$ cat config.mk
export PLATFORM = sky130hd
export DESIGN_NAME = cms_div
export DESIGN_NICKNAME = d
export VERILOG_FILES = /design/src/rtl/cms_pkg.sv /design/src/rtl/cms_div.sv
export SDC_FILE = /design/constraint.sdc
export NUM_CORES = 1
export LEC_CHECK = 0
export BUFFER_PORTS_ARGS = -buffer_cell sky130_fd_sc_hd__buf_2
export CAP_MARGIN = 20
export CORE_ASPECT_RATIO = 0.9
export CORE_UTILIZATION = 55
export DETAILED_ROUTE_END_ITERATION = 16
export PLACE_DENSITY_LB_ADDON = 0.08
export SLEW_MARGIN = 20
export SYNTH_ARGS = -nofsm -noshare
export SYNTH_HDL_FRONTEND = slang
export SYNTH_SLANG_ARGS = --single-unit
$ cat constraint.sdc
create_clock -name aclk -period 3.85 [get_ports aclk]
set_input_delay 0.385 -clock aclk [delete_from_list [all_inputs] [get_ports aclk]]
set_output_delay 0.385 -clock aclk [all_outputs]
set_load 0.005 [all_outputs]
$ cat src/rtl/cms_pkg.sv
package cms_pkg;

    // Item operations
    localparam logic [2:0] MODE_ADD    = 3'd0;
    localparam logic [2:0] MODE_REMOVE = 3'd1;
    localparam logic [2:0] MODE_MIN    = 3'd2;
    localparam logic [2:0] MODE_MEAN   = 3'd3;
    localparam logic [2:0] MODE_MMIN   = 3'd4;
    localparam logic [2:0] MODE_CLEAR  = 3'd5;

    // Configuration register indexes
    localparam logic [0:0] REG_ROW_WIDTH = 1'b0;
    localparam logic [0:0] REG_ROW_COUNT = 1'b1;

    localparam int HASH_INPUTS = 4;
    localparam logic signed [31:0] INT_MAX = 32'sh7fff_ffff;
    localparam logic signed [31:0] INT_MIN = 32'sh8000_0000;

    // Shared divider request and answer
    typedef struct packed {
        logic        start;
        logic        neg;
        logic [63:0] dividend;
        logic [15:0] divisor;
    } div_req_t;

    typedef struct packed {
        logic        done;
        logic [63:0] quotient;
        logic [15:0] remainder;
    } div_rsp_t;

    function automatic logic signed [31:0] sat32(input logic signed [35:0] v);
        if (v > 36'sd2147483647) begin
            return INT_MAX;
        end else if (v < -36'sd2147483648) begin
            return INT_MIN;
        end
        return v[31:0];
    endfunction

endpackage

$ cat src/rtl/cms_div.sv
// Restoring divider, one quotient bit a cycle. Unsigned magnitude divide; the
// quotient is negated at the end when neg is set (truncating signed divide).
module cms_div (
    input  logic            aclk,
    input  logic            aresetn,
    input  cms_pkg::div_req_t req,
    output cms_pkg::div_rsp_t rsp
);
    import cms_pkg::*;

    logic        busy_reg;
    logic [6:0]  cnt_reg;
    logic [63:0] quo_reg;
    logic [16:0] rem_reg;
    logic [15:0] dvs_reg;
    logic        neg_reg;
    logic        done_reg;
    logic [16:0] trial;

    assign trial = {rem_reg[15:0], quo_reg[63]} - {1'b0, dvs_reg};

    // Shift one dividend bit in per cycle
    always_ff @(posedge aclk) begin
        if (!aresetn) begin
            busy_reg <= 1'b0;
            done_reg <= 1'b0;
            cnt_reg  <= '0;
        end else begin
            done_reg <= 1'b0;
            if (req.start) begin
                busy_reg <= 1'b1;
                cnt_reg  <= 7'd64;
                quo_reg  <= req.dividend;
                rem_reg  <= '0;
                dvs_reg  <= req.divisor;
                neg_reg  <= req.neg;
            end else if (busy_reg) begin
                if (trial[16]) begin
                    rem_reg <= {rem_reg[15:0], quo_reg[63]};
                    quo_reg <= {quo_reg[62:0], 1'b0};
                end else begin
                    rem_reg <= trial;
                    quo_reg <= {quo_reg[62:0], 1'b1};
                end
                cnt_reg <= cnt_reg - 7'd1;
                if (cnt_reg == 7'd1) begin
                    busy_reg <= 1'b0;
                    done_reg <= 1'b1;
                end
            end
        end
    end

    assign rsp.done      = done_reg;
    assign rsp.quotient  = neg_reg ? (64'd0 - quo_reg) : quo_reg;
    assign rsp.remainder = rem_reg[15:0];

`ifndef ASSERT_OFF
    a_done_after_busy: assert property (@(posedge aclk) disable iff (!aresetn)
        rsp.done |-> $past(busy_reg)) else $error("divider done without work");
    a_no_restart: assert property (@(posedge aclk) disable iff (!aresetn)
        busy_reg |-> !req.start) else $error("divider restarted while busy");
    a_cnt_zero_idle: assert property (@(posedge aclk) disable iff (!aresetn)
        !busy_reg |=> !busy_reg || $past(req.start))
        else $error("divider woke without start");
`endif

endmodule

==> results by group, run 1 <==
Routing
  – Residual DRC: 0
  – ANT nets after route: 0
  – DR vias/cell: 5.87
  – Vias: 5,474
  – Pre-Repair DR Iteration Count: 5
  – DR WL/cell: 17.3 µm
  – First DRT Iteration DRCs: 424
  – Final wirelength: 16,200 µm

Worst setup path
  – R2r setup slk: 0.71 ns
  – Worst setup SP type: flop
  – CP Data Arrival Time: 3.09 ns
  – Critical path type: flop to output pin
  – Crit Path Max Fanout: 7
  – Crit path required time: 3.46 ns
  – Reg2Reg Depth: 9
  – Crit. End Element: output pin

Layout
  – Synth-to-layout area growth: 19.5%
  – Diode count: 0
  – Most common cell after layout, fill and taps aside: buf_2
  – Nets: 871
  – Sequential cell area: 0.00309 mm²
  – Fill count: 953
  – Highest-count cells in the layout ignoring fill and taps: 163 x buf_2, 97 x edfxtp_1, 68 x xnor2_1
  – Largest register FFs: 64
  – Multi-input gate area: 0.00353 mm²
  – Share of cells above drive strength 1: 36.0%

Status
  – Status: finished clean

Floorplan
  – Die area: 0.0128 mm²
  – Initial Util: 56.5%
  – Io pins: 165
  – FP Rows: 38
  – Die W: 119 µm
  – Core area: 0.0121 mm²
  – DIE HEIGHT: 108 µm

Timing
  – Worst Max-Slew Pin Slew: 0.821 ns
  – Hold Violations, Final: 0
  – Clock skew: 0.00809 ns
  – Fin Setup TNS: 0 ns
  – Fmax: 0.288 GHz
  – Max_slew headroom: 45.3%
  – Minimum hold slack: 0.196 ns
  – Period utilisation layout: 90.3%
  – RSZ-0062 raised after global routing: no
  – Finish-stage setup viols: 0
  – Minimum clock period: 3.48 ns
  – Max Slew Vio Count: 0

Logic synthesis
  – Syn_area_per_cell: 11.1 µm²
  – Net count after synthesis: 717
  – Synth top area cells: edfxtp_1 43%, mux2_2 10%, xnor2_1 8.7%
  – Share of the synthesized area in the top cell type: 42.7%
  – Synth Flop Type: edfxtp_1
  – Yosys Warn Count: 0
  – Post-synthesis sequential area ratio: 45.4%
  – Synth Register Bits: 106
  – Post-synth EDFFs: 97
  – Netlist Area Pre-Place: 0.00682 mm²
  – Post-synthesis instance total: 613
  – Ys async rst share: 0%
  – Area leader, netlist: edfxtp_1
  – Synth unique cells: 57

Clocking
  – Setup bufs post-CTS: 0
  – Clock root buffer: clkbuf_16
  – TritonCTS clock tree: done
  – CTS clock-pin slew for the worst setup and hold paths: 0.08 ns
  – Inserted Clock Buffers: 9
  – Worst skew pair latency: 0.36 ns
  – Clk sinks: 106
  – H-tree levels: 3
  – Worst-case clock buffer depth: 2

Global route
  – First-pass GRT wire length: 25,900 µm
  – Total GRT Usage: 26.0%
  – Vias in the first global route: 5,157
  – Initial antenna violation count: 0
  – Largest net degree at the start of global routing: 82
  – GRT overflow: 0

Placement
  – Port Buffers: 164
  – RD Place Congestion: 0.905
  – Hpwl dp: 11,800 µm

Min path
  – Hold Crit Depth: 1
  – Hold Path Class: input pin to flop

Power
  – Lkg Pwr: 3.14 nW
  – Pwr per Cell Area: 408 mW/mm²
  – Maximum VDD drop: 0.396 mV

Run
  – # Max-Cap Violations: 0
report_power, final:
part	switching (W)	internal, W
Clock	0.000438	0.000577
Sequential	0.0000890	0.00138
Combinational	0.000438	0.000406
final cells by class:
type	instances	area share (%)
Multi-Input combinational cell	453	43.3
Sequential cell	106	38.0
Timing Repair Buffer	173	11.2
Clock buffer	9	2.76
Tap cell	160	2.46
Clock inverter	7	1.23
Inverter	24	1.11
logic make-up (layout without fill, tap and decap cells):
logic type	after synthesis	in the layout	synth area share (%)
simple gates	162	162	12.9
compound gates	131	131	14.6
flops	106	106	45.4
xor+xnor	76	76	9.76
mux	64	64	10.5
buf+inv	54	213	3.08
fa+ha+maj	20	20	3.78
worst paths after layout:
kind | from | endpoint
hold reg to reg | cnt_reg[1]$_SDFFE_PP0P_ | cnt_reg[1]$_SDFFE_PP0P_
setup reg to reg | quo_reg[63]$_DFFE_PP_ | rem_reg[5]$_SDFFCE_PP0P_
hold / removal | req[12] | dvs_reg[12]$_DFFE_PP_
setup / recovery | quo_reg[12]$_DFFE_PP_ | rsp[73]
stage by stage:
step	instance area, µm²	setup WS (ns)	total power [W]	utilization [%]	std cells
final	8150	0.372	0.00332	67.5	932
after global routing	8150	0.193	0.00349	67.5	932
after global placement	7790	0.724	0.00231	64.5	915
after floorplan	6820	0.631	0.00203	-	613
after detailed placement	7790	0.685	0.00232	64.5	915
after CTS	8110	0.288	0.00333	67.2	931
metal layers:
layer  global-route usage, %  vias to the layer above  part of all wire [%]
met3                    6.46                       30                   6.8
met1                    33.4                     2625                    43
met5                       0                        -                     0
met2                    43.1                      196                    48
li1                        -                     2623                     -
met4                    8.57                        0                   2.5
worst max-delay path, cell delays in order (launching register included):
cell      delay (ns)
edfxtp_1        0.45
or4_4           0.56
or3_4           0.38
nor4_4          0.36
nand2_1         0.28
o41ai_2         0.39
xnor2_1         0.17
buf_2           0.14
what timing repair did:
item / in CTS / in global routing
resized for setup: 0 / 1
hold buffers: 0 / 0
setup endpoints to repair: 0 / 1
synthesized netlist by cell type (all sizes together) (8+ instances only):
master / count
a21o: 10
a21oi: 14
clkbuf: 24
dfxtp: 9
edfxtp: 97
ha: 19
inv: 24
mux2: 61
nand2: 42
nand2b: 13
nand4: 10
nor2: 29
nor3: 11
o21ai: 29
o31ai: 24
o41ai: 13
or3: 18
xnor2: 68
xor2: 8
Note: power is estimated with default switching activity, not from simulation.
==> run 2: changes to the inputs <==
--- a/config.mk
+++ b/config.mk
@@ -11,6 +11,7 @@
 export CORE_UTILIZATION = 55
 export DETAILED_ROUTE_END_ITERATION = 16
 export PLACE_DENSITY_LB_ADDON = 0.08
+export RECOVER_POWER = 50
 export SLEW_MARGIN = 20
 export SYNTH_ARGS = -nofsm -noshare
 export SYNTH_HDL_FRONTEND = slang
==> results by group, run 2 (synthesis gave the netlist of run 1 again) <==
Status
  – Status: finished with violations (was finished clean)
  – Failing checks: capacitance limit, slew limit

Timing
  – Period utilisation layout: 90.4% (was 90.3%)
  – Worst Max-Slew Pin Slew: 2.41 ns (was 0.821 ns)
  – Minimum hold slack: 0.193 ns (was 0.196 ns)
  – RSZ-0062 raised after global routing: no (unchanged)
  – Fin Setup TNS: 0 ns (unchanged)
  – Max Slew Vio Count: 50 (was 0)
  – Max_slew headroom: -60.5% (was 45.3%)
  – Fmax: 0.287 GHz (was 0.288 GHz)
  – Clock skew: 0.00840 ns (was 0.00809 ns)
  – Final WS setup: 0.370 ns (was 0.372 ns)
  – Hold Violations, Final: 0 (unchanged)
  – Minimum clock period: 3.48 ns (about the same)
  – Finish-stage setup viols: 0 (unchanged)

Placement
  – Port Buffers: 164 (unchanged)
  – Dpl ws: 0.685 ns (unchanged)
  – RD Place Congestion: 0.905 (unchanged)
  – Hpwl dp: 11,800 µm (unchanged)

Min path
  – Hold Path Class: input pin to flop (unchanged)

Worst setup path
  – Crit path required time: 3.46 ns (about the same)
  – R2r setup slk: 0.67 ns (was 0.71 ns)
  – Crit Path Max Fanout: 7 (unchanged)
  – Worst setup path endpoint: rsp[73] (unchanged)
  – RR Endpoint: rem_reg[1]$_SDFFCE_PP0P_ (was rem_reg[5]$_SDFFCE_PP0P_)
  – Worst path top cell family by delay: simple AND/OR/NAND/NOR gates (unchanged)
  – Slowest stage delay, CP: 0.57 ns (was 0.56 ns)
  – Levels on crit path: 7 (unchanged)
  – Crit path max-delay cell type: or4_4 (unchanged)
  – Buf/Inv on CP: 1 (unchanged)
  – Reg2Reg Depth: 9 (unchanged)
  – Crit. Startpoint: quo_reg[12]$_DFFE_PP_ (unchanged)
  – Crit. End Element: output pin (unchanged)
  – R2R Path Start: quo_reg[63]$_DFFE_PP_ (unchanged)
  – Critical-path cell list: or4_4 > or3_4 > nor4_4 > nand2_1 > o41ai_2 > xnor2_1 > buf_2 (unchanged)
  – Critical path type: flop to output pin (unchanged)
  – CP Data Arrival Time: 3.09 ns (about the same)
  – Worst setup SP type: flop (unchanged)

Floorplan
  – Io pins: 165 (unchanged)
  – DIE HEIGHT: 108 µm (unchanged)
  – Initial Util: 56.5% (unchanged)
  – Die W: 119 µm (unchanged)
  – FP Rows: 38 (unchanged)
  – Die area: 0.0128 mm² (unchanged)
  – Core area: 0.0121 mm² (unchanged)

Clocking
  – H-tree levels: 3 (unchanged)
  – TritonCTS clock tree: done (unchanged)
  – Inserted Clock Buffers: 9 (unchanged)
  – Worst-case clock buffer depth: 2 (unchanged)
  – Clock root buffer: clkbuf_16 (unchanged)
  – CTS clock-pin slew for the worst setup and hold paths: 0.08 ns (about the same)
  – Clk sinks: 106 (unchanged)
  – Setup bufs post-CTS: 0 (unchanged)
  – Worst skew pair latency: 0.36 ns (about the same)

Power
  – Lkg Pwr: 3.11 nW (was 3.14 nW)
  – Total power: 0.00332 W (about the same)
  – Maximum VDD drop: 0.390 mV (was 0.396 mV)
  – Pwr per Cell Area: 409 mW/mm² (was 408 mW/mm²)

Global route
  – First-pass GRT wire length: 25,900 µm (unchanged)
  – GRT overflow: 0 (unchanged)
  – Largest net degree at the start of global routing: 82 (unchanged)
  – Vias in the first global route: 5,157 (unchanged)
  – Initial antenna violation count: 0 (unchanged)
  – Total GRT Usage: 26.0% (unchanged)

Routing
  – DR vias/cell: 5.90 (was 5.87)
  – Residual DRC: 0 (unchanged)
  – Final wirelength: 16,200 µm (about the same)
  – Vias: 5,501 (was 5,474)
  – DR WL/cell: 17.4 µm (was 17.3 µm)
  – Pre-Repair DR Iteration Count: 5 (unchanged)
  – ANT nets after route: 0 (unchanged)
  – First DRT Iteration DRCs: 397 (was 424)

Run
  – # Max-Cap Violations: 1 (was 0)

Layout
  – Fill count: 959 (was 953)
  – Largest register FFs: 64 (unchanged)
  – Synth-to-layout area growth: 19.0% (was 19.5%)
  – Nets: 871 (unchanged)
  – Sequential cell area: 0.00309 mm² (unchanged)
  – Most common cell after layout, fill and taps aside: buf_2 (unchanged)
  – Diode count: 0 (unchanged)
  – Highest-count cells in the layout ignoring fill and taps: 157 x buf_2, 97 x edfxtp_1, 68 x xnor2_1 (was 163 x buf_2, 97 x edfxtp_1, 68 x xnor2_1)
  – Multi-input gate area: 0.00353 mm² (unchanged)
  – Share of cells above drive strength 1: 35.1% (was 36.0%)
[run 2: cell count changes in the layout (fill, tap and decap cells not counted), sizes merged]
cell	delta
buf	-8
clkbuf	+8
[run 2: metrics by stage]
step | util [%] | cell area [µm²] | instances
final | 67.2 | 8120 | 932
after global routing | 67.2 | 8120 | 932
after CTS | 67.2 | 8110 | 931
after detailed placement | 64.5 | 7790 | 915
after floorplan | - | 6820 | 613
after global placement | 64.5 | 7790 | 915
[run 2: worst reg2reg max path, stage by stage, from the launching register on]
cell and delay (ns):
edfxtp_1 0.37, inv_1 0.07, ha_1 0.23, fa_1 0.38
nand2b_1 0.19, a21o_1 0.20, a21o_1 0.22, or4_1 0.81
nand3_1 0.29, o31ai_1 0.09
[run 2: final cells by class]
class / count / share of cell area (%)
Clock buffer: 9 / 2.77
Multi-Input combinational cell: 453 / 43.5
Clock inverter: 7 / 1.23
Inverter: 24 / 1.11
Timing Repair Buffer: 173 / 10.8
Sequential cell: 106 / 38.1
Tap cell: 160 / 2.47
[run 2: worst min path at each step]
| stage | start | endpoint | slack, ns | depth (start not counted) |
|---|---|---|---|---|
| after detailed placement | cnt_reg[1]$_SDFFE_PP0P_ | cnt_reg[1]$_SDFFE_PP0P_ | 0.51 | 2 |
| after CTS | req[14] | dvs_reg[14]$_DFFE_PP_ | 0.19 | 1 |
| final | req[12] | dvs_reg[12]$_DFFE_PP_ | 0.19 | 1 |
| after floorplan | cnt_reg[1]$_SDFFE_PP0P_ | cnt_reg[1]$_SDFFE_PP0P_ | 0.47 | 2 |
| after global placement | cnt_reg[1]$_SDFFE_PP0P_ | cnt_reg[1]$_SDFFE_PP0P_ | 0.48 | 2 |
| after global routing | req[14] | dvs_reg[14]$_DFFE_PP_ | 0.18 | 1 |
[run 2: repair_timing]
| item | 4_1_cts | 5_1_grt |
|---|---|---|
| hold buffers | 0 | 0 |
| gates resized for setup | 0 | 1 |
| setup endpoints to repair | 0 | 1 |
[run 2: routing by layer]
layer | track usage [%] | wire [µm] | up-vias
met5 | 0 | 0 | -
met4 | 8.57 | 354 | 0
met3 | 6.46 | 1170 | 26
met2 | 43.1 | 7820 | 211
met1 | 33.4 | 6890 | 2641
li1 | - | - | 2623
[run 2: power breakdown]
part | internal [W] | total (W) | switching (W) | leakage [nW]
logic | 0.000402 | 0.000841 | 0.000439 | 1.95
registers | 0.00138 | 0.00147 | 0.0000894 | 0.999
clock network | 0.000577 | 0.00102 | 0.000439 | 0.161
total | 0.00236 | 0.00332 | 0.000967 | 3.11
==> run 3: changes to the inputs <==
--- a/config.mk
+++ b/config.mk
@@ -5,10 +5,11 @@
 export SDC_FILE = /design/constraint.sdc
 export NUM_CORES = 1
 export LEC_CHECK = 0
+export ABC_AREA = 1
 export BUFFER_PORTS_ARGS = -buffer_cell sky130_fd_sc_hd__buf_2
 export CAP_MARGIN = 20
 export CORE_ASPECT_RATIO = 0.9
-export CORE_UTILIZATION = 55
+export CORE_UTILIZATION = 56
 export DETAILED_ROUTE_END_ITERATION = 16
 export PLACE_DENSITY_LB_ADDON = 0.08
 export RECOVER_POWER = 50
==> results by group, run 3 <==
Logic synthesis
  – Most frequent cells after synthesis: 336 x nand2_1, 144 x inv_1, 136 x nor2_1 (was 97 x edfxtp_1, 68 x xnor2_1, 61 x mux2_2)
  – Yosys Warn Count: 0 (unchanged)
  – Synth Register Bits: 106 (unchanged)
  – Share of the synthesized area in the top cell type: 38.4% (was 42.7%)
  – Post-synthesis sequential area ratio: 40.8% (was 45.4%)
  – Post-synth EDFFs: 97 (unchanged)
  – Synth Flop Type: edfxtp_1 (unchanged)
  – Netlist Area Pre-Place: 0.00758 mm² (was 0.00682 mm²)
  – Synth top area cells: edfxtp_1 38%, nand2_1 17%, inv_1 7.1% (was edfxtp_1 43%, mux2_2 10%, xnor2_1 8.7%)
  – Ys async rst share: 0% (unchanged)
  – Net count after synthesis: 1,165 (was 717)
  – Post-synthesis instance total: 1,061 (was 613)
  – Syn_area_per_cell: 7.15 µm² (was 11.1 µm²)
  – Area leader, netlist: edfxtp_1 (unchanged)
  – Most frequent cell after synthesis: nand2_1 (was edfxtp_1)
  – Synth unique cells: 41 (was 57)

Timing
  – Period utilisation layout: 80.8% (was 90.4%)
  – Finish-stage setup viols: 0 (unchanged)
  – Clock skew: 0.0118 ns (was 0.00840 ns)
  – Fin Setup TNS: 0 ns (unchanged)
  – Minimum hold slack: 0.189 ns (was 0.193 ns)
  – Minimum clock period: 3.11 ns (was 3.48 ns)
  – Worst Max-Slew Pin Slew: 1.89 ns (was 2.41 ns)
  – Max Slew Vio Count: 48 (was 50)
  – Fmax: 0.321 GHz (was 0.287 GHz)
  – Hold Violations, Final: 0 (unchanged)
  – RSZ-0062 raised after global routing: no (unchanged)
  – Max_slew headroom: -26.0% (was -60.5%)

Run
  – # Max-Cap Violations: 1 (unchanged)

Min path
  – Hold EP: dvs_reg[7]$_DFFE_PP_ (was dvs_reg[12]$_DFFE_PP_)
  – Hold Path Class: input pin to flop (unchanged)
  – Hold Crit Depth: 1 (unchanged)
  – Hold path start: req[7] (was req[12])

Worst setup path
  – Crit path required time: 3.91 ns (was 3.46 ns)
  – R2r setup slk: 1.40 ns (was 0.67 ns)
  – Crit Path Max Fanout: 82 (was 7)
  – RR Endpoint: rem_reg[11]$_SDFFCE_PP0P_ (was rem_reg[1]$_SDFFCE_PP0P_)
  – Reg2Reg Depth: 15 (was 9)
  – Critical path type: input pin to flop (was flop to output pin)
  – Crit. End Element: flop (was output pin)
  – CP Data Arrival Time: 3.17 ns (was 3.09 ns)
  – Worst setup SP type: input pin (was flop)
  – R2R Path Start: quo_reg[63]$_DFFE_PP_ (unchanged)

Clocking
  – Clk sinks: 106 (unchanged)
  – Post-cts resize count: 0 (unchanged)
  – TritonCTS clock tree: done (unchanged)
  – CTS Hold Bufs: 0 (unchanged)
  – H-tree levels: 3 (unchanged)
  – Worst skew pair latency: 0.37 ns (was 0.36 ns)
  – Worst-case clock buffer depth: 2 (unchanged)
  – Inserted Clock Buffers: 9 (unchanged)
  – CTS clock-pin slew for the worst setup and hold paths: 0.08 ns (about the same)
  – Clock root buffer: clkbuf_16 (unchanged)
  – Setup bufs post-CTS: 0 (unchanged)

Power
  – Lkg Pwr: 4.24 nW (was 3.11 nW)
  – Maximum VDD drop: 0.337 mV (was 0.390 mV)
  – Pwr per Cell Area: 399 mW/mm² (was 409 mW/mm²)
  – Sequential share of power: 42.2% (was 44.1%)
  – Internal power: 0.00229 W (was 0.00236 W)
  – Part of the power in combinational logic: 29.9% (was 25.3%)
  – Switching Share: 34.9% (was 29.1%)
  – Switching power: 0.00123 W (was 0.000967 W)
  – Clock Power Share: 27.9% (was 30.6%)

Layout
  – Fill count: 1,197 (was 959)
  – Final Non-Filler Cells: 1,379 (was 932)
  – Largest register FFs: 64 (unchanged)
  – Highest-count cells in the layout ignoring fill and taps: 335 x nand2_1, 161 x buf_2, 144 x inv_1 (was 157 x buf_2, 97 x edfxtp_1, 68 x xnor2_1)
  – Diode count: 0 (unchanged)
  – Design Area, Final: 0.00881 mm² (was 0.00812 mm²)
  – Nets: 1,314 (was 871)
  – Most common cell after layout, fill and taps aside: nand2_1 (was buf_2)
  – Synth-to-layout area growth: 16.1% (was 19.0%)
  – Share of cells above drive strength 1: 17.2% (was 35.1%)

Floorplan
  – FP Rows: 39 (was 38)
  – Die area: 0.0140 mm² (was 0.0128 mm²)
  – Initial Util: 58.7% (was 56.5%)
  – Io pins: 165 (unchanged)
  – DIE HEIGHT: 112 µm (was 108 µm)
  – Core area: 0.0129 mm² (was 0.0121 mm²)
  – Die W: 125 µm (was 119 µm)

Routing
  – Residual DRC: 0 (unchanged)
  – Final wirelength: 20,000 µm (was 16,200 µm)
  – DR WL/cell: 14.5 µm (was 17.4 µm)
  – DR vias/cell: 5.28 (was 5.90)
  – First DRT Iteration DRCs: 600 (was 397)
  – Wire length on met1: 9480 µm (was 6890 µm)
  – Met3 WL: 1680 µm (was 1170 µm)
  – Highest routed layer: met4 (unchanged)
  – Met2 wire len: 8700 µm (was 7820 µm)
  – ANT nets after route: 0 (unchanged)
  – Pre-Repair DR Iteration Count: 5 (unchanged)
  – Vias: 7,288 (was 5,501)

Global route
  – Largest net degree at the start of global routing: 83 (was 82)
  – First-pass GRT wire length: 32,700 µm (was 25,900 µm)
  – Vias in the first global route: 6,724 (was 5,157)
  – Total GRT Usage: 29.5% (was 26.0%)
  – Initial antenna violation count: 0 (unchanged)
  – GRT overflow: 0 (unchanged)

Status
  – Status: finished with violations (unchanged)
  – Failing checks: capacitance limit, slew limit (unchanged)

Placement
  – Port Buffers: 164 (unchanged)
  – Area after DPL: 0.00851 mm² (was 0.00779 mm²)
  – Dpl cells: 1,363 (was 915)
  – Hpwl dp: 15,300 µm (was 11,800 µm)
  – RD Place Congestion: 0.953 (was 0.905)
[run 3: per-stage QoR]
stage                     util, %  power (W)  setup WS [ns]
final                        68.1    0.00351          0.739
after global routing         68.1    0.00372          0.437
after CTS                    68.2    0.00352           1.07
after detailed placement     65.8    0.00255           1.42
after global placement       65.8    0.00253           1.55
after floorplan                 -    0.00221          0.948
[run 3: worst max-delay path by stage]
stage	startpoint	endpoint	slack, ns	cells after the start
floorplan	req[81]	quo_reg[0]$_DFFE_PP_	0.95	3
global placement	quo_reg[0]$_DFFE_PP_	rsp[56]	1.55	9
detailed placement	quo_reg[63]$_DFFE_PP_	rem_reg[1]$_SDFFCE_PP0P_	1.42	15
CTS	quo_reg[0]$_DFFE_PP_	rsp[68]	1.07	9
global route	req[81]	quo_reg[38]$_DFFE_PP_	0.44	3
finish	req[81]	quo_reg[38]$_DFFE_PP_	0.74	3
[run 3: logic make-up after synthesis]
group | count (synthesis) | share of synthesized area, %
and+or+nand+nor | 604 | 33.5
buffers and inverters | 176 | 9.04
DFF | 106 | 40.8
AOI/OAI and AO/OA | 105 | 7.47
xor gates and xnor gates | 50 | 5.77
adders and majority gates | 20 | 3.40
[run 3: worst max-delay path, cell delays in order]
cell      delay, ns
clkbuf_1       1.32
clkbuf_2       1.14
o21ai_0        0.27
[run 3: cell type report]
class                      count  area, µm²  area share, %
timing repair buffer         166        830           9.42
inverter                     148        556           6.31
multi-input combinational    779       3810           43.3
sequential                   106       3090           35.1
tap                          164        205           2.33
clock buffer                  10        250           2.84
clock inverter                 6       62.6          0.710
[run 3: power by group through the flow]
stage / clock network [W] / logic (W) / registers, W
after floorplan: 0 / 0.000711 / 0.00149
after global placement: 0 / 0.00102 / 0.00151
after detailed placement: 0 / 0.00104 / 0.00151
after CTS: 0.000991 / 0.00105 / 0.00148
after global routing: 0.00103 / 0.00119 / 0.00150
final: 0.000980 / 0.00105 / 0.00148
[run 3: routing by layer]
| layer | up-vias | GRT usage, % |
|---|---|---|
| li1 | 3697 | - |
| met1 | 3277 | 43.5 |
| met2 | 295 | 44.9 |
| met3 | 19 | 5.62 |
| met4 | 0 | 6.75 |
| met5 | - | 0 |
